==> src/rtl/b64_pkg.sv <==
// ----------------------------------------------------------------------------
// b64_pkg
// Shared types, constants and alphabet functions of the Base64 stream codec.
// ----------------------------------------------------------------------------
package b64_pkg;

    localparam int Q_DEPTH = 4;
    localparam int Q_PTR_W = $clog2(Q_DEPTH);
    localparam int Q_CNT_W = $clog2(Q_DEPTH + 1);

    localparam logic [7:0] PAD_CHAR = 8'h3D;

    typedef enum logic {
        DIR_ENCODE = 1'b0,
        DIR_DECODE = 1'b1
    } t_dir;

    // one queued entry: up to four output words
    typedef struct packed {
        logic [1:0]      last_idx;
        logic [3:0][7:0] chars;
        logic            dvalid;
        logic            eom;
    } t_cmd;

    function automatic logic [7:0] enc_char(input logic [5:0] v);
        logic [7:0] c;
        c = 8'h00;
        if (v < 6'd26) begin
            c = 8'({2'b00, v}) + 8'd65;
        end else if (v < 6'd52) begin
            c = 8'({2'b00, v}) + 8'd71;
        end else if (v < 6'd62) begin
            c = 8'({2'b00, v}) - 8'd4;
        end else if (v == 6'd62) begin
            c = 8'h2B;
        end else begin
            c = 8'h2F;
        end
        return c;
    endfunction

    function automatic logic [5:0] dec_value(input logic [7:0] c);
        logic [7:0] t;
        t = 8'h00;
        if (c >= 8'h41 && c <= 8'h5A) begin
            t = c - 8'd65;
        end else if (c >= 8'h61 && c <= 8'h7A) begin
            t = c - 8'd71;
        end else if (c >= 8'h30 && c <= 8'h39) begin
            t = c + 8'd4;
        end else if (c == 8'h2B) begin
            t = 8'd62;
        end else if (c == 8'h2F) begin
            t = 8'd63;
        end
        return t[5:0];
    endfunction

endpackage

==> src/rtl/b64_front.sv <==
// ----------------------------------------------------------------------------
// b64_front
// Accepts input words, tracks group phase and carry, builds queue entries.
// ----------------------------------------------------------------------------
module b64_front (
    input  logic          i_clk,
    input  logic          i_rst_n,
    input  logic          i_cfg_we,
    input  logic          i_cfg_data,
    input  logic          i_valid,
    output logic          o_stall,
    input  logic [7:0]    i_data_in,
    input  logic          i_end_in,
    input  logic          i_q_full,
    output logic          o_push,
    output b64_pkg::t_cmd o_cmd
);
    import b64_pkg::*;

    t_dir       r_dir;
    logic [1:0] r_phase, n_phase;
    logic [5:0] r_carry, n_carry;
    logic       has_word;
    logic       accept;
    t_cmd       cmd;
    logic       pad;
    logic [5:0] dv;
    logic [1:0] eph;

    assign o_stall = i_q_full;
    assign accept  = i_valid && !i_q_full;
    assign pad     = (i_data_in == PAD_CHAR);
    assign dv      = pad ? 6'd0 : dec_value(i_data_in);
    assign eph     = (r_phase == 2'd3) ? 2'd0 : r_phase;

    always_comb begin
        cmd      = '0;
        n_phase  = r_phase;
        n_carry  = r_carry;
        has_word = 1'b1;
        cmd.dvalid = 1'b1;
        cmd.eom    = i_end_in;
        if (r_dir == DIR_ENCODE) begin
            case (eph)
                2'd0: begin
                    cmd.chars[0] = enc_char(i_data_in[7:2]);
                    n_carry = {i_data_in[1:0], 4'b0000};
                    n_phase = 2'd1;
                    if (i_end_in) begin
                        cmd.chars[1] = enc_char(n_carry);
                        cmd.chars[2] = PAD_CHAR;
                        cmd.chars[3] = PAD_CHAR;
                        cmd.last_idx = 2'd3;
                    end
                end
                2'd1: begin
                    cmd.chars[0] = enc_char(r_carry | {2'b00, i_data_in[7:4]});
                    n_carry = {i_data_in[3:0], 2'b00};
                    n_phase = 2'd2;
                    if (i_end_in) begin
                        cmd.chars[1] = enc_char(n_carry);
                        cmd.chars[2] = PAD_CHAR;
                        cmd.last_idx = 2'd2;
                    end
                end
                default: begin
                    cmd.chars[0] = enc_char(r_carry | {4'b0000, i_data_in[7:6]});
                    cmd.chars[1] = enc_char(i_data_in[5:0]);
                    cmd.last_idx = 2'd1;
                    n_carry = 6'd0;
                    n_phase = 2'd0;
                end
            endcase
        end else begin
            n_phase = r_phase + 2'd1;
            has_word = !pad;
            case (r_phase)
                2'd0: begin
                    n_carry  = dv;
                    has_word = 1'b0;
                end
                2'd1: begin
                    cmd.chars[0] = {r_carry, dv[5:4]};
                    n_carry = {2'b00, dv[3:0]};
                end
                2'd2: begin
                    cmd.chars[0] = {r_carry[3:0], dv[5:2]};
                    n_carry = {4'b0000, dv[1:0]};
                end
                default: begin
                    cmd.chars[0] = {r_carry[1:0], dv};
                    n_carry = 6'd0;
                end
            endcase
            if (!has_word) begin
                cmd.chars[0] = 8'h00;
                cmd.dvalid   = 1'b0;
            end
        end
        if (i_end_in) begin
            n_phase = 2'd0;
            n_carry = 6'd0;
        end
    end

    assign o_push = accept && (has_word || i_end_in);
    assign o_cmd  = cmd;

    always_ff @(posedge i_clk) begin
        if (!i_rst_n) begin
            r_dir   <= DIR_ENCODE;
            r_phase <= 2'd0;
            r_carry <= 6'd0;
        end else if (i_cfg_we) begin
            r_dir   <= t_dir'(i_cfg_data);
            r_phase <= 2'd0;
            r_carry <= 6'd0;
        end else if (accept) begin
            r_phase <= n_phase;
            r_carry <= n_carry;
        end
    end

endmodule

==> src/rtl/b64_queue.sv <==
// ----------------------------------------------------------------------------
// b64_queue
// Short entry queue between the front and the back.
// ----------------------------------------------------------------------------
module b64_queue (
    input  logic          i_clk,
    input  logic          i_rst_n,
    input  logic          i_push,
    input  b64_pkg::t_cmd i_cmd,
    output logic          o_full,
    input  logic          i_pop,
    output logic          o_empty,
    output b64_pkg::t_cmd o_head
);
    import b64_pkg::*;

    t_cmd               r_mem [Q_DEPTH];
    logic [Q_PTR_W-1:0] r_wptr, r_rptr;
    logic [Q_CNT_W-1:0] r_cnt;
    logic               do_push, do_pop;

    assign o_full  = (r_cnt == Q_CNT_W'(Q_DEPTH));
    assign o_empty = (r_cnt == '0);
    assign do_push = i_push && !o_full;
    assign do_pop  = i_pop && !o_empty;
    assign o_head  = r_mem[r_rptr];

    always_ff @(posedge i_clk) begin
        if (do_push) begin
            r_mem[r_wptr] <= i_cmd;
        end
    end

    always_ff @(posedge i_clk) begin
        if (!i_rst_n) begin
            r_wptr <= '0;
            r_rptr <= '0;
            r_cnt  <= '0;
        end else begin
            if (do_push) begin
                r_wptr <= (r_wptr == Q_PTR_W'(Q_DEPTH - 1)) ? '0 : r_wptr + 1'b1;
            end
            if (do_pop) begin
                r_rptr <= (r_rptr == Q_PTR_W'(Q_DEPTH - 1)) ? '0 : r_rptr + 1'b1;
            end
            if (do_push && !do_pop) begin
                r_cnt <= r_cnt + 1'b1;
            end else if (do_pop && !do_push) begin
                r_cnt <= r_cnt - 1'b1;
            end
        end
    end

endmodule

==> src/rtl/b64_back.sv <==
// ----------------------------------------------------------------------------
// b64_back
// Walks each queue entry word by word into the output register.
// ----------------------------------------------------------------------------
module b64_back (
    input  logic          i_clk,
    input  logic          i_rst_n,
    input  logic          i_empty,
    input  b64_pkg::t_cmd i_head,
    output logic          o_pop,
    output logic          o_valid,
    input  logic          i_stall,
    output logic [7:0]    o_data_out,
    output logic          o_data_valid,
    output logic          o_end_out
);
    import b64_pkg::*;

    logic       r_valid;
    logic [7:0] r_data;
    logic       r_dvalid;
    logic       r_end;
    logic [1:0] r_idx;
    logic       load;
    logic       last;

    assign load  = !i_empty && (!r_valid || !i_stall);
    assign last  = (r_idx == i_head.last_idx);
    assign o_pop = load && last;

    always_ff @(posedge i_clk) begin
        if (!i_rst_n) begin
            r_valid <= 1'b0;
            r_idx   <= 2'd0;
        end else begin
            if (load) begin
                r_valid <= 1'b1;
                r_idx   <= last ? 2'd0 : r_idx + 2'd1;
            end else if (!i_stall) begin
                r_valid <= 1'b0;
            end
        end
    end

    always_ff @(posedge i_clk) begin
        if (load) begin
            r_data   <= i_head.chars[r_idx];
            r_dvalid <= i_head.dvalid;
            r_end    <= i_head.eom && last;
        end
    end

    assign o_valid      = r_valid;
    assign o_data_out   = r_data;
    assign o_data_valid = r_dvalid;
    assign o_end_out    = r_end;

endmodule

==> src/rtl/base64_stream_codec.sv <==
// ----------------------------------------------------------------------------
// base64_stream_codec
// Streaming Base64 codec, standard alphabet, one byte per input word.
// ----------------------------------------------------------------------------
// The direction register (0 encode, 1 decode) is written with i_cfg_we and
// clears the group state. Each accepted input word becomes up to four output
// words, held as one entry of a four-entry queue; the output side drains one
// word per cycle unless stalled, so the output port sets the rate: decoding
// keeps one input word per cycle unless stalled, encoding gives four output
// words per three input bytes, plus the pad words at end of message. End of
// message is marked by i_end_in; a decode end that yields no byte gives one
// empty word with o_data_valid low and o_end_out high.
module base64_stream_codec (
    input  logic       i_clk,
    input  logic       i_rst_n,
    input  logic       i_cfg_we,
    input  logic       i_cfg_data,
    input  logic       i_valid,
    output logic       o_stall,
    input  logic [7:0] i_data_in,
    input  logic       i_end_in,
    output logic       o_valid,
    input  logic       i_stall,
    output logic [7:0] o_data_out,
    output logic       o_data_valid,
    output logic       o_end_out
);
    import b64_pkg::*;

    logic q_full, q_empty, push, pop;
    t_cmd cmd, head;

    b64_front u_front (
        .i_clk      (i_clk),
        .i_rst_n    (i_rst_n),
        .i_cfg_we   (i_cfg_we),
        .i_cfg_data (i_cfg_data),
        .i_valid    (i_valid),
        .o_stall    (o_stall),
        .i_data_in  (i_data_in),
        .i_end_in   (i_end_in),
        .i_q_full   (q_full),
        .o_push     (push),
        .o_cmd      (cmd)
    );

    b64_queue u_queue (
        .i_clk   (i_clk),
        .i_rst_n (i_rst_n),
        .i_push  (push),
        .i_cmd   (cmd),
        .o_full  (q_full),
        .i_pop   (pop),
        .o_empty (q_empty),
        .o_head  (head)
    );

    b64_back u_back (
        .i_clk        (i_clk),
        .i_rst_n      (i_rst_n),
        .i_empty      (q_empty),
        .i_head       (head),
        .o_pop        (pop),
        .o_valid      (o_valid),
        .i_stall      (i_stall),
        .o_data_out   (o_data_out),
        .o_data_valid (o_data_valid),
        .o_end_out    (o_end_out)
    );

endmodule

==> config.mk <==
export PLATFORM = sky130hd
export DESIGN_NAME = base64_stream_codec
export DESIGN_NICKNAME = d
export VERILOG_FILES = /design/src/rtl/b64_pkg.sv /design/src/rtl/b64_front.sv /design/src/rtl/b64_queue.sv /design/src/rtl/b64_back.sv /design/src/rtl/base64_stream_codec.sv
export SDC_FILE = /design/constraint.sdc
export NUM_CORES = 1
export LEC_CHECK = 0
export BUFFER_PORTS_ARGS = -buffer_cell sky130_fd_sc_hd__buf_2
export CORE_MARGIN = 2
export CORE_UTILIZATION = 25
export CTS_CLUSTER_SIZE = 24
export DETAILED_ROUTE_END_ITERATION = 8
export PLACE_DENSITY = 0.45
export SLEW_MARGIN = 20
export SYNTH_ARGS = -nofsm -noshare
export SYNTH_HDL_FRONTEND = slang
export SYNTH_SLANG_ARGS = --single-unit
==> constraint.sdc <==
create_clock -name i_clk -period 4.1 [get_ports i_clk]
set_clock_uncertainty 0.05 [all_clocks]
set_input_delay 0.205 -clock i_clk [delete_from_list [all_inputs] [get_ports i_clk]]
set_output_delay 0.205 -clock i_clk [all_outputs]
set_load 0.005 [all_outputs]
==> flow_metrics.env, run 1 <==
export IMPL_synth_ff_type="edfxtp_1"
export IMPL_p_clk_share_pct=35.1
export IMPL_crit_required_ns=4.12
export IMPL_dp_worst_setup_slack_ns=0.708
export IMPL_start_util_pct=25.4
export IMPL_r2r_start="u_front.r_carry[2]"
export IMPL_drv_slew=0
export IMPL_ant_nets=0
export IMPL_grt_pass1_vias=5570
export IMPL_drc=0
export IMPL_p_comb_share_pct=25.7
export IMPL_grt_overflow=0
export IMPL_post_cts_buffers=0
export IMPL_wl_per_cell_um=18.0
export IMPL_finalHoldViolCount=0
export IMPL_min_period_ns=3.18
export IMPL_cp_max_fo=9
export IMPL_synth_top_area_share_pct=38.7
export IMPL_fin_util_pct=29.2
export IMPL_hold_buffers=1
export IMPL_slew_headroom_pct=42.6
export IMPL_cts_buffer_depth=2
export IMPL_yosys_warnings=0
export IMPL_multiInputGateArea_um2=3720
export IMPL_die_x_um=175
export IMPL_cts_resized=0
export IMPL_p_leak_nw=2.88
export IMPL_fin_crit_sh_pct=77.5
export IMPL_hp_start="i_cfg_data"
export IMPL_fin_nets=771
export IMPL_drv_cap=0
export IMPL_worst_slew_pin_slew_ns=0.859
export IMPL_fp_row_count=62
export IMPL_routed_via_density=5.10
export IMPL_finalSetupViolCount=0
export IMPL_cts_inserted_buffers=17
export IMPL_die_area_um2=30500
export IMPL_firstDrtPassIters=5
export IMPL_seqPwrFrac_pct=39.2
export IMPL_fin_setup_tns_ns=0
export IMPL_vias=5673
export IMPL_synth_seq_cells=115
export IMPL_avgSynthCellArea_um2=10.3
export IMPL_syn_nets=761
export IMPL_cp_start_kind="flip-flop"
export IMPL_grt_usage_pct=13.6
export IMPL_peakVddDrop_v=0.000224
export IMPL_p_int_mw=2.82
export IMPL_core_um2=28700
export IMPL_yosysSeqAreaShare_pct=44.5
export IMPL_path_cells="nor2_1 > inv_1 > ha_1 > a21oi_1 > o21ai_0 > nand2_1 > o221ai_1 > a211oi_1 > o311ai_0"
export IMPL_regArea_um2=3240
export IMPL_layout_drive_gt1_share_pct=14.1
export IMPL_dpl_hpwl_mm=14.3
export IMPL_cts_tree="built"
export IMPL_setup_ws_ns=0.922
export IMPL_p_sw_share_pct=29.4
export IMPL_cp_startpoint="u_front.r_carry[2]"
export IMPL_clkTransAtPathRegs_ns=0.05
export IMPL_syn_to_final_growth_pct=14.9
export IMPL_slowest_delay_ns=0.55
export IMPL_cts_max_level=4
export IMPL_yosysUniqueCellTypes=70
export IMPL_syn_inst=706
export IMPL_first_iter_violations=432
export IMPL_synth_edf_count=94
export IMPL_n_fill_cell=3022
export IMPL_cts_sinks=115
export IMPL_grt_first_pass_wirelength_mm=32.5
export IMPL_clock_root_buffer="clkbuf_16"
export IMPL_synthTopCellsByArea="edfxtp_1, ha_1, mux4_2"
export IMPL_status="complete, no violations"
export IMPL_yosys_area_top_type="edfxtp_1"
export IMPL_worstPathArrival_ns=3.20
export IMPL_antenna_found_initial=0
export IMPL_cp_slowest_cell="nor2_1"
export IMPL_synthTopCellsByCount="edfxtp_1, nor2_1, nand2_1, ha_1, o21ai_0"
export IMPL_gp_congestion=0.891
export IMPL_io_buffers=26
export IMPL_grt_max_degree=28
export IMPL_yosys_cell_count_top_type="edfxtp_1"
export IMPL_critPathKind="reg2reg"
export IMPL_grt_setup_unrepaired="false"
export IMPL_routed_wl_mm=20.1
export IMPL_synthArstFlopShare_pct=0
export IMPL_io_pins=27
export IMPL_cellPowerDensity_nw_per_um2=477
export IMPL_n_antenna_cell=0
export IMPL_max_freq_ghz=0.315
export IMPL_netSwitchingPower_mw=1.17
export IMPL_end_kind="flip-flop"
export IMPL_die_h_um=175
export IMPL_synth_area_um2=7290
export IMPL_clkLatencyLatePin_ns=0.41
export IMPL_total_power_mw=3.99
export IMPL_holdCritPathClass="in2reg"
## per-stage QoR
stage	instance area (µm²)	cells	hold WS, ns
2_1_floorplan	7290	706	0.254
5_1_grt	8370	1113	0.0407
4_1_cts	8370	1113	0.0125
3_3_place_gp	7790	1080	0.414
6_report	8370	1113	0.0187
3_5_place_dp	7790	1080	0.418
## worst max-delay path, delay by kind of cell, from the launching register on
family	cells	cell delay, ns
AOI/OAI and AO/OA	5	1.28
buffers and inverters	1	0.15
DFF	1	0.33
and+or+nand+nor	2	0.71
adders and majority gates	1	0.31
## layer usage
layer,track usage (%),up-vias,part of all wire (%)
met2,22.9,171,49
met4,4.58,0,1.8
li1,-,2718,-
met1,17.7,2756,46
met3,2.46,28,4.1
met5,0,-,0
## cell families after synthesis
family / after synthesis / share of synthesized area, %
multiplexers: 39 / 9.00
AND/OR/NAND/NOR: 226 / 15.3
XOR/XNOR: 19 / 2.28
adder cells (fa/ha/maj): 40 / 6.97
AO/OA/AOI/OAI: 184 / 17.5
buffers and inverters: 83 / 4.52
flip-flops: 115 / 44.5
## flip-flops by register name, summed over array words and instances (netlist names), 2 cells and up, named ones only
register and flops:
u_front.r_carry 6, u_front.r_phase 2, u_queue.r_cnt 3, u_back.r_idx 2
u_queue.r_wptr 2, u_back.o_data_out 8, u_queue.r_rptr 2, u_queue.r_mem 84
## layout make-up
cell class | instances | area share, %
sequential | 115 | 38.7
clock buffer | 17 | 5.08
inverter | 34 | 1.52
multi-input combinational | 508 | 44.4
clock inverter | 15 | 1.69
timing repair buffer | 40 | 2.84
tap | 384 | 5.74
## layout by cell type, fill, tap and decap left out, types with 8 or more instances in the layout
master     synthesis  layout
a211oi_1           9       9
a21oi_1           36      36
a221oi_1           9       9
a31oi_1           16      16
buf_2              5      26
buf_4              1      13
clkbuf_16          0      17
dfxtp_1           21      21
edfxtp_1          94      94
ha_1              39      39
inv_1             32      32
mux2i_1           16      16
mux4_2            21      21
nand2_1           53      53
nand3_1           22      22
nand4_1            8       8
nor2_1            55      55
nor2b_1           14      14
nor3_1            17      17
nor4_1             9       9
o211ai_1          14      14
o21ai_0           38      38
or3_1             11      11
xnor2_1           15      15
## worst paths after layout
check / slack, ns / endpoint / cells after the start
hold reg to reg: 0.43 / u_back.o_valid / 2
hold / removal: 0.02 / u_front.r_dir / 3
setup reg to reg: 0.92 / u_queue.r_mem[3][3] / 9
setup / recovery: 0.92 / u_queue.r_mem[3][3] / 9
## power by group through the flow
stage / clock network, mW / registers, mW / logic (mW)
5_1_grt: 1.49 / 1.59 / 1.15
3_3_place_gp: 0 / 1.59 / 1.05
2_1_floorplan: 0 / 1.58 / 0.739
3_5_place_dp: 0 / 1.59 / 1.04
4_1_cts: 1.44 / 1.57 / 1.05
6_report: 1.40 / 1.57 / 1.02
No activity file was read; power rests on OpenSTA's default activity.
==> inputs of run 2 (changes only) <==
--- a/config.mk
+++ b/config.mk
@@ -5,6 +5,7 @@
 export SDC_FILE = /design/constraint.sdc
 export NUM_CORES = 1
 export LEC_CHECK = 0
+export ABC_AREA = 1
 export BUFFER_PORTS_ARGS = -buffer_cell sky130_fd_sc_hd__buf_2
 export CORE_MARGIN = 2
 export CORE_UTILIZATION = 25
==> constraint.sdc (replaced) <==
create_clock -name i_clk -period 3.1 [get_ports i_clk]
set_clock_uncertainty 0.05 [all_clocks]
set_input_delay 0.155 -clock i_clk [delete_from_list [all_inputs] [get_ports i_clk]]
set_output_delay 0.155 -clock i_clk [all_outputs]
set_load 0.005 [all_outputs]
==> run 2 against run 1 <==
Synthesized cell count increased by 31%. Critical endpoint is now u_queue.r_cnt[2]. Clock power increased by 56%. Worst setup slack got worse by 0.26 ns. Combinational power increased by 40%. Flip-flop and latch count unchanged. Sequential power increased by 31%. Die area increased by 3.1%. Final cell count increased by 23%. Critical path type unchanged. Routed wire length increased by 16%. Fmax increased by 30%. Global-route usage increased by 1.6 points.
==> flow_metrics.env, run 2 <==
export IMPL_drv_cap=0
export IMPL_synthArstFlopShare_pct=0
export IMPL_core_um2=29600
export IMPL_synth_edf_count=94
export IMPL_syn_to_final_growth_pct=18.1
export IMPL_peakVddDrop_v=0.000305
export IMPL_grt_setup_unrepaired="false"
export IMPL_layout_drive_gt1_share_pct=13.1
export IMPL_largest_reg_flops=84
export IMPL_cts_resized=0
export IMPL_cts_max_level=4
export IMPL_drc=0
export IMPL_die_x_um=177
export IMPL_max_freq_ghz=0.409
export IMPL_hold_path_end="u_queue.r_mem[0][0]"
export IMPL_min_period_ns=2.44
export IMPL_die_area_um2=31500
export IMPL_cellPowerDensity_nw_per_um2=638
export IMPL_post_cts_buffers=0
export IMPL_grt_overflow=0
export IMPL_synthTopCellsByCount="nand2_1, inv_1, nor2_1, edfxtp_1, o21ai_0"
export IMPL_cts_sinks=115
export IMPL_avgSynthCellArea_um2=8.12
export IMPL_die_h_um=177
export IMPL_start_util_pct=25.4
export IMPL_vias=6682
export IMPL_synth_seq_cells=115
export IMPL_r2r_setup_slack_ns=0.66
export IMPL_cts_tree="built"
export IMPL_slew_headroom_pct=59.6
export IMPL_synth_ff_type="edfxtp_1"
export IMPL_yosys_area_top_type="edfxtp_1"
export IMPL_yosys_warnings=0
export IMPL_min_path_cells=1
export IMPL_routed_wl_mm=23.2
export IMPL_finalHoldViolCount=0
export IMPL_status="complete, no violations"
export IMPL_largest_register="u_queue.r_mem"
export IMPL_reg2regPathDepth=11
export IMPL_yosys_cell_count_top_type="nand2_1"
export IMPL_gp_congestion=0.900
export IMPL_final_cells=1368
export IMPL_critPathKind="reg2reg"
export IMPL_finalSetupViolCount=0
export IMPL_wl_per_cell_um=17.0
export IMPL_holdCritPathClass="in2reg"
export IMPL_r2r_end="u_queue.r_cnt[2]"
export IMPL_antenna_found_initial=0
export IMPL_clkLatencyLatePin_ns=0.41
export IMPL_p_leak_nw=3.54
export IMPL_routed_via_density=4.88
export IMPL_synthTopCellsByArea="edfxtp_1, nand2_1, ha_1"
export IMPL_grt_pass1_vias=6449
export IMPL_syn_inst=926
export IMPL_final_cell_mix="nand2_1, inv_1, edfxtp_1"
export IMPL_ant_nets=0
export IMPL_io_buffers=26
export IMPL_r2r_start="u_queue.r_cnt[0]"
export IMPL_grt_usage_pct=15.2
export IMPL_syn_nets=981
export IMPL_fp_row_count=63
export IMPL_end_kind="flip-flop"
export IMPL_hold_buffers=4
export IMPL_cp_max_fo=7
export IMPL_dp_cells=1332
export IMPL_cp_start_kind="flip-flop"
export IMPL_synth_top_area_share_pct=37.5
export IMPL_yosysSeqAreaShare_pct=43.1
export IMPL_fin_crit_sh_pct=78.8
export IMPL_yosysUniqueCellTypes=50
export IMPL_worstPathArrival_ns=2.74
export IMPL_n_antenna_cell=0
export IMPL_cts_buffer_depth=2
export IMPL_clock_root_buffer="clkbuf_16"
export IMPL_final_common_cell="nand2_1"
export IMPL_grt_max_degree=43
export IMPL_io_pins=27
export IMPL_firstDrtPassIters=5
export IMPL_fin_nets=1020
export IMPL_clkTransAtPathRegs_ns=0.06
export IMPL_fin_setup_tns_ns=0
export IMPL_first_iter_violations=514
export IMPL_grt_first_pass_wirelength_mm=36.7
export IMPL_hp_start="i_end_in"
export IMPL_cts_inserted_buffers=17
export IMPL_drv_slew=0
export IMPL_worst_slew_pin_slew_ns=0.600
export IMPL_dpl_hpwl_mm=17.0
export IMPL_crit_required_ns=3.39
export IMPL_synth_area_um2=7520
[run 2: cell types whose count changed in the layout (fill, tap and decap cells not counted), sizes merged, moves of 21 or more]
cell / change
inv: +69
nand3: +50
nor2: +48
nand2: +133
mux4: -21
o21ai: +57
a21oi: +27
[run 2: area by class of cell]
cell class	instances	area, µm²
inverters	104	393
flip-flops and latches	115	3240
well taps	390	488
clock inverters	15	238
multi-input cells	666	3670
repair buffers	61	415
clock buffers	17	425
fillers	3190	20800
[run 2: worst max-delay path by stage]
stage	from	to	slack [ns]	cells after the start
after global placement	i_data_in[4]	u_queue.r_mem[2][3]	0.47	12
after CTS	flip-flop	u_queue.r_cnt[2]	0.64	13
final	u_queue.r_cnt[0]	u_queue.r_cnt[2]	0.66	11
after global routing	flip-flop	u_queue.r_cnt[2]	0.41	13
after detailed placement	i_data_in[4]	u_queue.r_mem[2][3]	0.49	12
after floorplan	i_data_in[1]	u_queue.r_mem[0][0]	0.70	8
[run 2: per-layer routing]
| layer | wire length, µm | GRT usage [%] |
|---|---|---|
| met4 | 633 | 5.67 |
| met1 | 10800 | 20.0 |
| met5 | 0 | 0 |
| met3 | 1140 | 3.00 |
| met2 | 10600 | 24.6 |
[run 2: cells by family after synthesis]
family | synth area share [%]
adder cells (fa/ha/maj) | 6.76
AND/OR/NAND/NOR | 22.9
buffers and inverters | 8.14
AO/OA/AOI/OAI | 16.7
flip-flops | 43.1
XOR/XNOR | 2.31
[run 2: where the power goes]
group | switching (mW) | internal (mW) | total (mW)
Combinational | 0.962 | 0.468 | 1.43
Clock | 0.685 | 1.50 | 2.18
Sequential | 0.0704 | 1.98 | 2.05
[run 2: critical path, cell delays in order, from the launching register on]
cell and delay, ns:
dfxtp_1 0.34, or2_2 0.33, o21ai_1 0.26, inv_1 0.14, nand3_2 0.17, ha_1 0.17, inv_1 0.06, fa_1 0.37
o21ai_0 0.18, a21o_1 0.11, o21ai_0 0.07, a21oi_1 0.12
[run 2: per-stage QoR]
stage | cell area [µm²] | power [mW] | hold slack [ns] | util [%] | setup slack, ns
2_1_floorplan | 7520 | 2.98 | 0.204 | - | 0.701
3_3_place_gp | 8170 | 3.53 | 0.396 | 27.6 | 0.465
3_5_place_dp | 8170 | 3.52 | 0.401 | 27.6 | 0.489
4_1_cts | 8870 | 5.72 | 0.00604 | 29.9 | 0.644
5_1_grt | 8870 | 6.00 | 0.0227 | 29.9 | 0.411
6_report | 8870 | 5.66 | 0.0147 | 29.9 | 0.657
